[src/ttm_pkg.sv]
// Shared types, constants and helper functions of the time-division tone multiplexer.
// Used by ttm_ctrl, ttm_datapath and tdm_tone_channel_multiplexer; depends on nothing.
package ttm_pkg;

    localparam int CHANNELS_DEF = 4;

    localparam int CMD_W  = 3;
    localparam int CHAN_W = 3;
    localparam int FREQ_W = 16;
    localparam int DL_W   = 16;
    localparam int PID_W  = 16;
    localparam int SLOT_W = 8;
    localparam int TICK_W = 32;
    localparam int STAT_W = 32;
    localparam int ACT_W  = 2;
    localparam int PLAY_W = 4;

    localparam logic [SLOT_W-1:0] SLOT_RESET = 8'd20;
    localparam logic [FREQ_W-1:0] LFSR_SEED  = 16'hACE1;
    localparam logic [FREQ_W-1:0] LFSR_TAPS  = 16'hB400;
    localparam logic [FREQ_W-1:0] NOISE_MASK = 16'h0FFF;
    localparam logic [FREQ_W-1:0] NOISE_BASE = 16'd1000;

    localparam logic [CMD_W-1:0] CMD_TICK     = 3'd0;
    localparam logic [CMD_W-1:0] CMD_NOTE     = 3'd1;
    localparam logic [CMD_W-1:0] CMD_STAT_CLR = 3'd2;
    localparam logic [CMD_W-1:0] CMD_EXIT     = 3'd3;
    localparam logic [CMD_W-1:0] CMD_READ     = 3'd4;

    localparam logic [ACT_W-1:0] ACT_NONE = 2'd0;
    localparam logic [ACT_W-1:0] ACT_TONE = 2'd1;
    localparam logic [ACT_W-1:0] ACT_STOP = 2'd2;

    // Commands from the controller to the datapath.
    typedef struct packed {
        logic load;
        logic tick;
        logic scan;
        logic check;
        logic apply;
        logic clr_stats;
        logic read;
        logic emit;
        logic idx_clr;
        logic idx_inc;
    } t_ctrl;

    // Status from the datapath to the controller.
    typedef struct packed {
        logic [CMD_W-1:0] cmd;
        logic             ch_ok;
        logic             pid_match;
        logic             slot_nz;
        logic             scan_hit;
        logic             last_idx;
    } t_status;

    // One step of the Galois noise register; the bit shifted out selects the taps.
    function automatic logic [FREQ_W-1:0] lfsr_next(input logic [FREQ_W-1:0] cur);
        logic [FREQ_W-1:0] sh;
        sh = cur >> 1;
        return cur[0] ? (sh ^ LFSR_TAPS) : sh;
    endfunction

endpackage

[src/ttm_ctrl.sv]
// Sequencing state machine of the tone multiplexer: handshakes and step order.
// Depends on ttm_pkg for the command and status structs and command codes.
module ttm_ctrl (
    input  logic              i_clk,
    input  logic              i_rst_n,
    input  logic              i_in_valid,
    output logic              o_in_stall,
    output logic              o_out_valid,
    input  logic              i_out_stall,
    input  ttm_pkg::t_status  i_status,
    output ttm_pkg::t_ctrl    o_ctrl
);

    typedef enum logic [5:0] {
        S_IDLE   = 6'b000001,
        S_DECODE = 6'b000010,
        S_SCAN   = 6'b000100,
        S_CHECK  = 6'b001000,
        S_APPLY  = 6'b010000,
        S_RESULT = 6'b100000
    } t_state;

    t_state         r_state, n_state;
    logic           r_out_valid, n_out_valid;
    ttm_pkg::t_ctrl ctl;

    always_comb begin
        n_state = r_state;
        ctl     = '0;
        unique case (r_state)
            S_IDLE: begin
                if (i_in_valid) begin
                    ctl.load = 1'b1;
                    n_state  = S_DECODE;
                end
            end
            S_DECODE: begin
                n_state = S_RESULT;
                unique case (i_status.cmd)
                    ttm_pkg::CMD_TICK: begin
                        ctl.tick    = 1'b1;
                        ctl.idx_clr = 1'b1;
                        if (!i_status.slot_nz) begin
                            n_state = S_SCAN;
                        end
                    end
                    ttm_pkg::CMD_NOTE: begin
                        if (i_status.ch_ok) begin
                            n_state = S_CHECK;
                        end
                    end
                    ttm_pkg::CMD_STAT_CLR: begin
                        ctl.clr_stats = 1'b1;
                    end
                    ttm_pkg::CMD_EXIT: begin
                        if (i_status.pid_match) begin
                            ctl.idx_clr = 1'b1;
                            n_state     = S_CHECK;
                        end
                    end
                    ttm_pkg::CMD_READ: begin
                        ctl.read = 1'b1;
                    end
                    default: begin
                        n_state = S_RESULT;
                    end
                endcase
            end
            S_SCAN: begin
                // One channel is tried per cycle, starting at the rotor.
                ctl.scan = 1'b1;
                if (i_status.scan_hit || i_status.last_idx) begin
                    n_state = S_RESULT;
                end else begin
                    ctl.idx_inc = 1'b1;
                end
            end
            S_CHECK: begin
                ctl.check = 1'b1;
                n_state   = S_APPLY;
            end
            S_APPLY: begin
                ctl.apply = 1'b1;
                if (i_status.cmd == ttm_pkg::CMD_EXIT && !i_status.last_idx) begin
                    ctl.idx_inc = 1'b1;
                    n_state     = S_CHECK;
                end else begin
                    n_state = S_RESULT;
                end
            end
            S_RESULT: begin
                if (!r_out_valid || !i_out_stall) begin
                    ctl.emit = 1'b1;
                    n_state  = S_IDLE;
                end
            end
            default: begin
                n_state = S_IDLE;
            end
        endcase
    end

    always_comb begin
        if (ctl.emit) begin
            n_out_valid = 1'b1;
        end else if (!i_out_stall) begin
            n_out_valid = 1'b0;
        end else begin
            n_out_valid = r_out_valid;
        end
    end

    always_ff @(posedge i_clk) begin
        if (!i_rst_n) begin
            r_state     <= S_IDLE;
            r_out_valid <= 1'b0;
        end else begin
            r_state     <= n_state;
            r_out_valid <= n_out_valid;
        end
    end

    assign o_in_stall  = (r_state != S_IDLE);
    assign o_out_valid = r_out_valid;
    assign o_ctrl      = ctl;

    // Only one word is in flight: an accepted word blocks the input until it is done.
    a_one_in_flight: assert property (@(posedge i_clk) disable iff (!i_rst_n)
        (i_in_valid && !o_in_stall) |=> o_in_stall)
        else $error("input accepted while a word is still being processed");

    // The channel scan gives up after trying every channel once.
    a_scan_bounded: assert property (@(posedge i_clk) disable iff (!i_rst_n)
        (r_state == S_SCAN && i_status.last_idx) |=> (r_state == S_RESULT))
        else $error("channel scan ran past the last channel");

    // A new result appears only out of the result state.
    a_out_from_result: assert property (@(posedge i_clk) disable iff (!i_rst_n)
        $rose(r_out_valid) |-> $past(r_state == S_RESULT))
        else $error("output word raised outside the result state");

endmodule

[src/ttm_datapath.sv]
// Datapath of the tone multiplexer: channel table, slot timer, noise register,
// glitch statistics and the result and output registers. Depends on ttm_pkg.
module ttm_datapath #(
    parameter int CHANNELS = ttm_pkg::CHANNELS_DEF
) (
    input  logic                         i_clk,
    input  logic                         i_rst_n,
    input  ttm_pkg::t_ctrl               i_ctrl,
    output ttm_pkg::t_status             o_status,
    input  logic                         i_cfg_we,
    input  logic [ttm_pkg::SLOT_W-1:0]   i_cfg_data,
    input  logic [ttm_pkg::CMD_W-1:0]    i_cmd,
    input  logic [ttm_pkg::CHAN_W-1:0]   i_channel,
    input  logic [ttm_pkg::FREQ_W-1:0]   i_freq_hz,
    input  logic [ttm_pkg::DL_W-1:0]     i_deadline_ms,
    input  logic [ttm_pkg::PID_W-1:0]    i_task_pid,
    output logic [ttm_pkg::ACT_W-1:0]    o_action,
    output logic [ttm_pkg::FREQ_W-1:0]   o_tone_hz,
    output logic [ttm_pkg::PLAY_W-1:0]   o_playing_channel,
    output logic [ttm_pkg::STAT_W-1:0]   o_glitch_total,
    output logic [ttm_pkg::STAT_W-1:0]   o_glitch_delay_sum
);

    localparam int CW = $clog2(CHANNELS);
    localparam int EW = CW + ttm_pkg::CHAN_W;
    localparam logic [CW-1:0] LAST = CW'(CHANNELS - 1);

    // Accepted word.
    logic [ttm_pkg::CMD_W-1:0]  r_cmd;
    logic [ttm_pkg::CHAN_W-1:0] r_channel;
    logic [ttm_pkg::FREQ_W-1:0] r_freq;
    logic [ttm_pkg::DL_W-1:0]   r_dl;
    logic [ttm_pkg::PID_W-1:0]  r_pid;

    // Channel table.
    logic [ttm_pkg::FREQ_W-1:0] r_chan_freq     [CHANNELS];
    logic                       r_chan_active   [CHANNELS];
    logic [ttm_pkg::TICK_W-1:0] r_chan_deadline [CHANNELS];
    logic                       r_chan_dl_valid [CHANNELS];
    logic [ttm_pkg::STAT_W-1:0] r_chan_glitches [CHANNELS];
    logic [ttm_pkg::STAT_W-1:0] r_chan_delay    [CHANNELS];

    logic [CW-1:0]              r_rotor;
    logic [CW-1:0]              r_current;
    logic [CW-1:0]              r_idx;
    logic [ttm_pkg::SLOT_W-1:0] r_slot_left;
    logic [ttm_pkg::SLOT_W-1:0] r_slot_length;
    logic [ttm_pkg::FREQ_W-1:0] r_lfsr;
    logic [ttm_pkg::TICK_W-1:0] r_now;
    logic [ttm_pkg::PID_W-1:0]  r_owner;
    logic                       r_late;
    logic [ttm_pkg::TICK_W-1:0] r_diff;

    // Result being built, and the output register.
    logic [ttm_pkg::ACT_W-1:0]  r_res_action;
    logic [ttm_pkg::FREQ_W-1:0] r_res_tone;
    logic [ttm_pkg::STAT_W-1:0] r_res_gt;
    logic [ttm_pkg::STAT_W-1:0] r_res_gs;
    logic [ttm_pkg::ACT_W-1:0]  r_out_action;
    logic [ttm_pkg::FREQ_W-1:0] r_out_tone;
    logic [ttm_pkg::PLAY_W-1:0] r_out_play;
    logic [ttm_pkg::STAT_W-1:0] r_out_gt;
    logic [ttm_pkg::STAT_W-1:0] r_out_gs;

    logic [EW-1:0]              in_ch_ext;
    logic [EW-1:0]              ch_ext;
    logic                       ch_ok;
    logic                       slot_nz;
    logic                       scan_hit;
    logic                       last_idx;
    logic                       on_current;
    logic                       note_on;
    logic [ttm_pkg::SLOT_W-1:0] reload;
    logic [ttm_pkg::FREQ_W-1:0] lfsr_step;
    logic [ttm_pkg::FREQ_W-1:0] noise_tone;

    assign in_ch_ext  = EW'(i_channel);
    assign ch_ext     = EW'(r_channel);
    assign ch_ok      = (ch_ext < EW'(CHANNELS));
    assign slot_nz    = (r_slot_left != '0);
    assign scan_hit   = r_chan_active[r_rotor];
    assign last_idx   = (r_idx == LAST);
    assign on_current = (r_idx == r_current);
    assign note_on    = (r_cmd == ttm_pkg::CMD_NOTE) && (r_freq != '0);
    // A slot length of zero behaves as one.
    assign reload     = (r_slot_length == '0) ? '0 : r_slot_length - 1'b1;
    assign lfsr_step  = ttm_pkg::lfsr_next(r_lfsr);
    assign noise_tone = ttm_pkg::NOISE_BASE + (lfsr_step & ttm_pkg::NOISE_MASK);

    assign o_status.cmd       = r_cmd;
    assign o_status.ch_ok     = ch_ok;
    assign o_status.pid_match = (r_pid == r_owner);
    assign o_status.slot_nz   = slot_nz;
    assign o_status.scan_hit  = scan_hit;
    assign o_status.last_idx  = last_idx;

    always_ff @(posedge i_clk) begin
        if (!i_rst_n) begin
            for (int i = 0; i < CHANNELS; i++) begin
                r_chan_freq[i]     <= '0;
                r_chan_active[i]   <= 1'b0;
                r_chan_deadline[i] <= '0;
                r_chan_dl_valid[i] <= 1'b0;
                r_chan_glitches[i] <= '0;
                r_chan_delay[i]    <= '0;
            end
            r_rotor       <= '0;
            r_current     <= '0;
            r_idx         <= '0;
            r_slot_left   <= '0;
            r_slot_length <= ttm_pkg::SLOT_RESET;
            r_lfsr        <= ttm_pkg::LFSR_SEED;
            r_now         <= '0;
            r_owner       <= '0;
            r_late        <= 1'b0;
            r_diff        <= '0;
        end else begin
            if (i_cfg_we) begin
                r_slot_length <= i_cfg_data;
            end
            if (i_ctrl.load) begin
                r_idx <= in_ch_ext[CW-1:0];
            end else if (i_ctrl.idx_clr) begin
                r_idx <= '0;
            end else if (i_ctrl.idx_inc) begin
                r_idx <= r_idx + 1'b1;
            end
            if (i_ctrl.tick) begin
                r_now <= r_now + 1'b1;
                if (slot_nz) begin
                    r_slot_left <= r_slot_left - 1'b1;
                end
            end
            if (i_ctrl.scan) begin
                r_rotor <= (r_rotor == LAST) ? '0 : r_rotor + 1'b1;
                if (scan_hit) begin
                    r_current   <= r_rotor;
                    r_slot_left <= reload;
                    if (r_rotor == LAST) begin
                        r_lfsr <= lfsr_step;
                    end
                end
            end
            if (i_ctrl.check) begin
                r_late <= r_chan_dl_valid[r_idx] && (r_now > r_chan_deadline[r_idx]);
                r_diff <= r_now - r_chan_deadline[r_idx];
            end
            if (i_ctrl.apply) begin
                if (r_late) begin
                    r_chan_glitches[r_idx] <= r_chan_glitches[r_idx] + 1'b1;
                    r_chan_delay[r_idx]    <= r_chan_delay[r_idx] + r_diff;
                end
                if (note_on) begin
                    r_chan_freq[r_idx]     <= r_freq;
                    r_chan_active[r_idx]   <= 1'b1;
                    r_chan_dl_valid[r_idx] <= (r_dl != '0);
                    r_chan_deadline[r_idx] <= (r_dl != '0)
                        ? r_now + ttm_pkg::TICK_W'(r_dl) : '0;
                end else begin
                    r_chan_freq[r_idx]     <= '0;
                    r_chan_active[r_idx]   <= 1'b0;
                    r_chan_dl_valid[r_idx] <= 1'b0;
                    r_chan_deadline[r_idx] <= '0;
                    if (on_current) begin
                        r_slot_left <= '0;
                    end
                end
                if (r_cmd == ttm_pkg::CMD_NOTE) begin
                    r_owner <= r_pid;
                end else if (last_idx) begin
                    r_owner <= '0;
                end
            end
            if (i_ctrl.clr_stats) begin
                for (int i = 0; i < CHANNELS; i++) begin
                    r_chan_glitches[i] <= '0;
                    r_chan_delay[i]    <= '0;
                    r_chan_deadline[i] <= '0;
                    r_chan_dl_valid[i] <= 1'b0;
                end
            end
        end
    end

    always_ff @(posedge i_clk) begin
        if (i_ctrl.load) begin
            r_cmd        <= i_cmd;
            r_channel    <= i_channel;
            r_freq       <= i_freq_hz;
            r_dl         <= i_deadline_ms;
            r_pid        <= i_task_pid;
            r_res_action <= ttm_pkg::ACT_NONE;
            r_res_tone   <= '0;
            r_res_gt     <= '0;
            r_res_gs     <= '0;
        end
        if (i_ctrl.tick && !slot_nz) begin
            r_res_action <= ttm_pkg::ACT_STOP;
        end
        if (i_ctrl.scan && scan_hit) begin
            r_res_action <= ttm_pkg::ACT_TONE;
            r_res_tone   <= (r_rotor == LAST) ? noise_tone : r_chan_freq[r_rotor];
        end
        // A new note on the channel that holds the slot is played at once.
        if (i_ctrl.apply && note_on && on_current && slot_nz) begin
            r_res_action <= ttm_pkg::ACT_TONE;
            r_res_tone   <= r_freq;
        end
        if (i_ctrl.read && ch_ok) begin
            r_res_gt <= r_chan_glitches[r_idx];
            r_res_gs <= r_chan_delay[r_idx];
        end
        if (i_ctrl.emit) begin
            r_out_action <= r_res_action;
            r_out_tone   <= r_res_tone;
            r_out_play   <= ttm_pkg::PLAY_W'(r_current);
            r_out_gt     <= r_res_gt;
            r_out_gs     <= r_res_gs;
        end
    end

    assign o_action           = r_out_action;
    assign o_tone_hz          = r_out_tone;
    assign o_playing_channel  = r_out_play;
    assign o_glitch_total     = r_out_gt;
    assign o_glitch_delay_sum = r_out_gs;

endmodule

[src/tdm_tone_channel_multiplexer.sv]
// Top level of the time-division tone multiplexer: controller plus datapath.
// Depends on ttm_pkg, ttm_ctrl and ttm_datapath.
//
// Usage: every input word (tick, note, stats reset, task exit, stats read) on
// i_in_valid / o_in_stall yields exactly one output word on o_out_valid /
// i_out_stall. A word is taken when valid is high and stall is low on a rising
// clock edge. The slot length register is written through i_cfg_valid /
// o_cfg_ready, which is always ready; write it only while the block is idle.
// From acceptance to o_out_valid: a tick inside a running slot, stats reset,
// stats read, ignored words and a note on a bad channel go from decode straight
// to the result state; a tick that ends a slot scans one channel per cycle, up
// to CHANNELS channels; a note goes through check and apply; a task exit that
// matches the owner checks and stops each channel in turn. The controller
// handles one word at a time and goes back to idle after each result before it
// accepts the next word.
// The output register lets the block take the next word while a result waits;
// a stalled receiver holds the result, and a further result then waits inside.
// Reset (synchronous, active low) clears all channels and statistics, sets the
// slot length to 20 and seeds the noise register; the block is ready at once.
module tdm_tone_channel_multiplexer #(
    parameter int CHANNELS = ttm_pkg::CHANNELS_DEF
) (
    input  logic                        i_clk,
    input  logic                        i_rst_n,
    input  logic                        i_cfg_valid,
    output logic                        o_cfg_ready,
    input  logic [ttm_pkg::SLOT_W-1:0]  i_cfg_data,
    input  logic                        i_in_valid,
    output logic                        o_in_stall,
    input  logic [ttm_pkg::CMD_W-1:0]   i_cmd,
    input  logic [ttm_pkg::CHAN_W-1:0]  i_channel,
    input  logic [ttm_pkg::FREQ_W-1:0]  i_freq_hz,
    input  logic [ttm_pkg::DL_W-1:0]    i_deadline_ms,
    input  logic [ttm_pkg::PID_W-1:0]   i_task_pid,
    output logic                        o_out_valid,
    input  logic                        i_out_stall,
    output logic [ttm_pkg::ACT_W-1:0]   o_action,
    output logic [ttm_pkg::FREQ_W-1:0]  o_tone_hz,
    output logic [ttm_pkg::PLAY_W-1:0]  o_playing_channel,
    output logic [ttm_pkg::STAT_W-1:0]  o_glitch_total,
    output logic [ttm_pkg::STAT_W-1:0]  o_glitch_delay_sum
);

    ttm_pkg::t_ctrl   ctl;
    ttm_pkg::t_status st;

    assign o_cfg_ready = 1'b1;

    ttm_ctrl u_ctrl (
        .i_clk       (i_clk),
        .i_rst_n     (i_rst_n),
        .i_in_valid  (i_in_valid),
        .o_in_stall  (o_in_stall),
        .o_out_valid (o_out_valid),
        .i_out_stall (i_out_stall),
        .i_status    (st),
        .o_ctrl      (ctl)
    );

    ttm_datapath #(
        .CHANNELS (CHANNELS)
    ) u_datapath (
        .i_clk              (i_clk),
        .i_rst_n            (i_rst_n),
        .i_ctrl             (ctl),
        .o_status           (st),
        .i_cfg_we           (i_cfg_valid),
        .i_cfg_data         (i_cfg_data),
        .i_cmd              (i_cmd),
        .i_channel          (i_channel),
        .i_freq_hz          (i_freq_hz),
        .i_deadline_ms      (i_deadline_ms),
        .i_task_pid         (i_task_pid),
        .o_action           (o_action),
        .o_tone_hz          (o_tone_hz),
        .o_playing_channel  (o_playing_channel),
        .o_glitch_total     (o_glitch_total),
        .o_glitch_delay_sum (o_glitch_delay_sum)
    );

endmodule
[config.mk]
export PLATFORM = sky130hd
export DESIGN_NAME = tdm_tone_channel_multiplexer
export DESIGN_NICKNAME = d
export VERILOG_FILES = /design/src/ttm_pkg.sv /design/src/ttm_ctrl.sv /design/src/ttm_datapath.sv /design/src/tdm_tone_channel_multiplexer.sv
export SDC_FILE = /design/constraint.sdc
export NUM_CORES = 1
export LEC_CHECK = 0
export BUFFER_PORTS_ARGS = -buffer_cell sky130_fd_sc_hd__buf_2
export CORE_MARGIN = 3
export CORE_UTILIZATION = 50
export CTS_BUF_LIST = sky130_fd_sc_hd__clkbuf_16
export DETAILED_ROUTE_END_ITERATION = 8
export GPL_ROUTABILITY_DRIVEN = 0
export GPL_TIMING_DRIVEN = 0
export PLACE_DENSITY = 0.65
export SLEW_MARGIN = 20
export SYNTH_ARGS = -nofsm -noshare
export SYNTH_HDL_FRONTEND = slang
export SYNTH_SLANG_ARGS = --single-unit
[constraint.sdc]
create_clock -name i_clk -period 11.85 [get_ports i_clk]
set_clock_uncertainty 0.15 [all_clocks]
set_input_delay 2.37 -clock i_clk [delete_from_list [all_inputs] [get_ports i_clk]]
set_output_delay 2.37 -clock i_clk [all_outputs]
set_load 0.005 [all_outputs]
Word-level counts from Yosys, hierarchy flattened:

Memories as Yosys holds them, arrays and structs flattened. A register that Yosys moved wholly into a read port is not among the register bits.
Index checks and enable logic that the tools add are counted.
Widths: inputs -> output; s select.

* add/sub/neg operators: 10
* order comparisons: 2
* equal/unequal tests: 19
* mux-type cells: 120
* bitwise logic cells: 21
* reduce and logical (&&, ||, !) cells: 36

Operators by type and width (count)
* $mux 32: 20
* $mux 16: 9
* $reduce_or 32->1: 3
* $add 32x1->32 const B: 2
* $mux 8: 8
* $mux 2: 25
* $mux 1: 47
* $mux 6: 7
* $pmux 6 s6: 1
* $add 32x16->32: 1
* $add 32x32->32: 1
* $gt 32x32->1: 1
* $reduce_bool 16->1: 2
* $sub 32x32->32: 1
* $or 1x1->1: 20
* $pmux 6 s3: 1
* $eq 16x16->1: 1
* $reduce_or 16->1: 1
* $sub 8x1->8 const B: 2
* $add 10x12->13 const A: 1
* $logic_and 1x1->1: 9
* $logic_not 8->1: 1
* $reduce_bool 8->1: 1
* $eq 3x2->1 const B: 2
* 26 further kinds: 41

* flip-flop bits (word level): 346
* bits in writable memories: 456
* input bits: 67
* output and inout bits: 89
* memories kept: 6

Memories
* u_datapath.r_chan_deadline: depth 4, width 32, rd ports 1, clocked after memory_dff 1, wr ports 4, line ttm_datapath.sv:38 `logic [ttm_pkg::TICK_W-1:0] r_chan_deadline [CHANNELS];`
* u_datapath.r_chan_delay: depth 4, width 32, rd ports 1, clocked after memory_dff 1, wr ports 4, line ttm_datapath.sv:41 `logic [ttm_pkg::STAT_W-1:0] r_chan_delay [CHANNELS];`
* u_datapath.r_chan_glitches: depth 4, width 32, rd ports 1, clocked after memory_dff 1, wr ports 4, line ttm_datapath.sv:40 `logic [ttm_pkg::STAT_W-1:0] r_chan_glitches [CHANNELS];`
* u_datapath.r_chan_freq: depth 4, width 16, rd ports 1, clocked after memory_dff 1, wr ports 4, line ttm_datapath.sv:36 `logic [ttm_pkg::FREQ_W-1:0] r_chan_freq [CHANNELS];`
* u_datapath.r_chan_active: depth 4, width 1, rd ports 1, clocked after memory_dff 1, wr ports 4, line ttm_datapath.sv:37 `logic r_chan_active [CHANNELS];`
* u_datapath.r_chan_dl_valid: depth 4, width 1, rd ports 1, clocked after memory_dff 1, wr ports 4, line ttm_datapath.sv:39 `logic r_chan_dl_valid [CHANNELS];`

Logic depth before layout (Yosys ltp):

* depth in word-level cells: 10
* gate-level depth with buffers: 19
* gate-level depth less buffers: 12

Cells and area by module:

From an unflattened synthesis, not the netlist that was laid out.

* cells, all modules: 2972
* area, all modules: 37279.5 um^2

By module, submodules not included
* ttm_datapath: instances 1, cells each 2903, area each 36742.7 um^2, sequential area each 22621.7 um^2
* ttm_ctrl: instances 1, cells each 67, area each 525.5 um^2, sequential area each 140.1 um^2
* tdm_tone_channel_multiplexer: instances 1, cells each 2, area each 11.3 um^2, sequential area each 0.0 um^2

Worst setup path after synthesis:

Ideal clock, no wire load.

* kind: input-to-reg
* from: input port i_out_stall
* to: register u_datapath.r_out_action, in the netlist u_datapath.o_action[0], enable pin
* library setup time: 0.554 ns
* arrival time: 6.454 ns
* required time: 11.146 ns
* slack: 4.692 ns
* cell stages on the path: 1
* path buffers: 0
* cells stage by stage: a21oi_1

* longest elaborated chain between the ends: 4

RTL lines
* start: declaration: line tdm_tone_channel_multiplexer.sv:36 `input logic i_out_stall,`
* $logic_not 1->1: line ttm_ctrl.sv:92 `if (!r_out_valid || !i_out_stall) begin`
* $logic_or 1x1->1: line ttm_ctrl.sv:92
* $mux 1: line ttm_ctrl.sv:92
* $mux 1: line ttm_ctrl.sv:30 `unique case (r_state)`
* end signal: assignment: line ttm_datapath.sv:214 `r_out_action <= r_res_action;`
* end: declaration: line ttm_datapath.sv:59 `logic [ttm_pkg::ACT_W-1:0] r_out_action;`

No other way between the ends.
A chain may end at the register's enable or synchronous reset.

==> out/metrics.csv <==
metric,value,unit
ANT nets after route,0,
outcome,finished clean,
period utilisation layout,59.3,%
Avg WL per Cell,20.7,um
Filler Cells Inserted,5783,
mux cell area share after synthesis,7.47,%
Hold Path Depth,0,
vias in the first global route,23900,
Reg-to-Reg End,u_datapath.r_chan_delay[1][30]$_SDFFCE_PN0P_,
utilization after layout,58.2,%
Post-Synth Simple-Gate Area,14.1,%
TritonCTS clock tree,yes,
adder-cell share of the synthesized area,3.22,%
Post-synth top flop,edfxtp_1,
final setup TNS,0,ns
"commonest non-fill, non-tap cell in the layout",edfxtp_1,
Syn Area/Cell,12.7,um^2
largest net degree at the start of global routing,56,
Static Leak,15.5,nW
Die Ht,277,um
hold crit path type,reg -> reg,
Seq cells post-synth,804,
vias,23700,
total CTS buffers,84,
FP Rows,98,
post-synthesis xor/xnor area fraction,4.17,%
clock share of power,42.4,%
ys async rst share,0,%
Initial Util,50.9,%
area delta synth->final,14.3,%
GRT Util Overall,22.5,%
initial DRC count,2114,
Worst Path Max Fanout,10,
drt drc,0,
PostCTS Resize Cnt,0,
CP endpoint kind,register,
Max VDD drop,106,uV
final period demand of the worst path,7.02,ns
initial antenna violation count,2,
layout net count,3321,
H-tree Lvls,3,
"Seq/Total Area, Yosys",61.9,%
Port Buffer Count,151,
Post-Syn Instances,2905,
Worst Hold End,u_datapath.o_glitch_delay_sum[15]$_DFFE_PP_,
"Design Area, Final",42000,um^2
CORE AREA,72200,um^2
Synth Area in Compound Gates,6.79,%
DP Area,39200,um^2
RSZ-0062 raised after global routing,false,
Final Power,0.00633,W
Comb pwr share,7.3,%
Root Driver,clkbuf_16,
final WL,86700,um
hold_buf cts,0,
share of cells above drive strength 1,14.7,%
internal power,0.00490,W
Detailed Place HPWL,61000,um
"Slew Viols, Final",0,
net switching fraction of the power,22.6,%
HP Start,u_datapath.r_res_gs[15]$_SDFFCE_PN0P_,
IO Count,156,
"setup slack, reg-to-reg",4.83,ns
most frequent cells in the layout,"edfxtp_1, nor2_1, nand2_1",
clock sinks,804,
"EDFF count, synth",666,
via/cell ratio,5.67,
sw power,0.00143,W
postcts setup bufs,0,
Clock Path Buffers,3,
Worst setup SP type,register,
max cap viols,0,
Synth cell types,78,
first-pass GRT wire length,136000,um
CP Data Arrival Time,7.24,ns
largest family of logic cells by synthesized area,simple AND/OR/NAND/NOR gates,
Sequential Power Share,50.3,%
Power per Cell Area,151,nW/um^2
endpoints failing setup,0,
DRT Pass-1 Iters,6,
Clock Pin Slew Worst Setup and Hold Paths,0.06,ns
worst skew pair latency,0.64,ns
die width,277,um
"Req. time, crit path",12.06,ns
worst slew pin tran,1.13,ns
Reg2Reg Depth,18,
grt total ovfl,0,
Mapped Area,36800,um^2
Slew Limit Headroom,24.7,%
path type of the worst setup path,reg -> reg,
Hold Fails Final Rpt,0,
die area,76900,um^2
max frequency,0.142,GHz
synth warn,0,
## stage by stage
stage                     setup slack, ns  hold slack, ns  std cells
after detailed placement             4.85           0.255       4025
after global routing                 4.46           0.267       4182
after global placement               2.55           0.252       4007
after floorplan                      4.69           0.250       2906
final                                4.83           0.263       4183
after CTS                            4.83           0.257       4181
## metal layers
| layer | GRT usage (%) | vias to the layer above | part of all wire (%) |
|---|---|---|---|
| met5 | 0 | - | 0.0081 |
| li1 | - | 11000 | - |
| met1 | 30.9 | 11700 | 43 |
| met4 | 5.68 | 2 | 2.3 |
| met2 | 37.8 | 807 | 49 |
| met3 | 3.25 | 135 | 6.0 |
## cell type report
| class | instances | area, um^2 | area share (%) |
|---|---|---|---|
| Sequential cell | 804 | 22800 | 54.1 |
| Multi-Input combinational cell | 1883 | 13300 | 31.6 |
| Clock buffer | 84 | 2100 | 5.00 |
| Tap cell | 950 | 1190 | 2.83 |
| Timing Repair Buffer | 169 | 1110 | 2.63 |
| Clock inverter | 72 | 722 | 1.72 |
| Buffer | 134 | 558 | 1.33 |
| Inverter | 85 | 322 | 0.765 |
| Antenna cell | 2 | 5.00 | 0.0119 |
## cells by family (layout without fill, tap and decap cells)
| kind of cell | count (synthesis) | count (layout) |
|---|---|---|
| and+or+nand+nor | 1098 | 1098 |
| DFF | 804 | 804 |
| muxes | 132 | 132 |
| buffers and inverters | 219 | 544 |
| xor gates and xnor gates | 175 | 175 |
| AOI/OAI and AO/OA | 382 | 382 |
| other | 2 | 5 |
| adders and majority gates | 93 | 93 |
## cell usage after synthesis (6+ instances only)
cell	n	share of area [%]
mux4_2	114	7.0
o21ai_0	86	1.2
a211oi_1	8	0.16
clkbuf_1	109	1.1
a21boi_1	6	0.12
nor3b_1	7	0.14
nand4_1	22	0.37
a22oi_1	18	0.37
o22a_1	7	0.17
and3_1	42	0.71
xnor2_1	101	2.4
or3_1	11	0.19
o211ai_1	6	0.12
o21a_1	8	0.16
edfxtp_1	666	54
nor3_1	17	0.23
inv_1	84	0.86
mux2i_1	18	0.49
nand2_1	211	2.2
dfxtp_1	138	7.5
a31oi_1	7	0.12
nor4_1	14	0.24
a211o_1	7	0.17
or2_2	9	0.15
buf_2	14	0.19
nor2_1	472	4.8
o21bai_1	15	0.31
xor2_1	74	1.8
a21boi_0	16	0.33
nand2b_1	14	0.24
nand3_1	57	0.78
a21oi_1	97	1.3
buf_4	6	0.12
a21o_1	41	0.84
ha_1	90	3.1
o31ai_1	12	0.24
nor2b_1	36	0.61
and2_1	161	2.7
## worst max-delay path: stages, from the launching register on
cell and delay, ns:
dfxtp_1 0.30, buf_2 0.24, buf_2 0.36, buf_2 0.34, buf_2 0.43, clkbuf_1 0.86, buf_2 0.45, mux4_2 0.42
ha_1 0.28, fa_1 0.42, a21o_1 0.17, a21oi_1 0.28, o211ai_1 0.16, a31oi_1 0.42, o31ai_2 0.21, a21oi_1 0.51
o31ai_1 0.22, a311oi_2 0.41, nor2_1 0.08
## worst max-delay path by stage
stage	slack, ns	end	start	depth (start not counted)
CTS	4.83	u_datapath.r_chan_delay[0][28]$_SDFFCE_PN0P_	register	18
global route	4.46	u_datapath.r_chan_delay[2][28]$_SDFFCE_PN0P_	register	18
finish	4.83	u_datapath.r_chan_delay[1][30]$_SDFFCE_PN0P_	register	18
global placement	2.55	u_datapath.o_glitch_delay_sum[9]$_DFFE_PP_	i_out_stall	2
floorplan	4.69	u_datapath.o_action[0]$_DFFE_PP_	i_out_stall	1
detailed placement	4.85	u_datapath.r_chan_delay[1][30]$_SDFFCE_PN0P_	register	18
## sequential cells by signal, indices dropped and copies added, names as in the netlist, 4 cells and up, named ones only
| register | count |
|---|---|
| u_datapath.r_chan_deadline | 128 |
| u_datapath.r_chan_delay | 128 |
| u_datapath.r_chan_glitches | 128 |
| u_datapath.r_chan_freq | 64 |
| u_datapath.o_glitch_delay_sum | 32 |
| u_datapath.o_glitch_total | 32 |
| u_datapath.r_diff | 32 |
| u_datapath.r_now | 32 |
| u_datapath.r_res_gs | 32 |
| u_datapath.r_res_gt | 32 |
| u_datapath.o_tone_hz | 16 |
| u_datapath.r_dl | 16 |
| u_datapath.r_freq | 16 |
| u_datapath.r_lfsr | 16 |
| u_datapath.r_owner | 16 |
| u_datapath.r_pid | 16 |
| u_datapath.r_res_tone | 16 |
| u_datapath.r_slot_left | 8 |
| u_datapath.r_slot_length | 8 |
| u_ctrl.r_state | 6 |
| u_datapath.r_chan_active | 4 |
| u_datapath.r_chan_dl_valid | 4 |
## power groups by stage
stage          Combinational [W]  Sequential (W)  Clock (W)
2_1_floorplan           0.000313         0.00323          0
3_3_place_gp            0.000437         0.00325          0
3_5_place_dp            0.000459         0.00324          0
4_1_cts                 0.000461         0.00318    0.00274
5_1_grt                 0.000501         0.00319    0.00285
6_report                0.000459         0.00318    0.00268
Note: power is estimated with default switching activity, not from simulation.
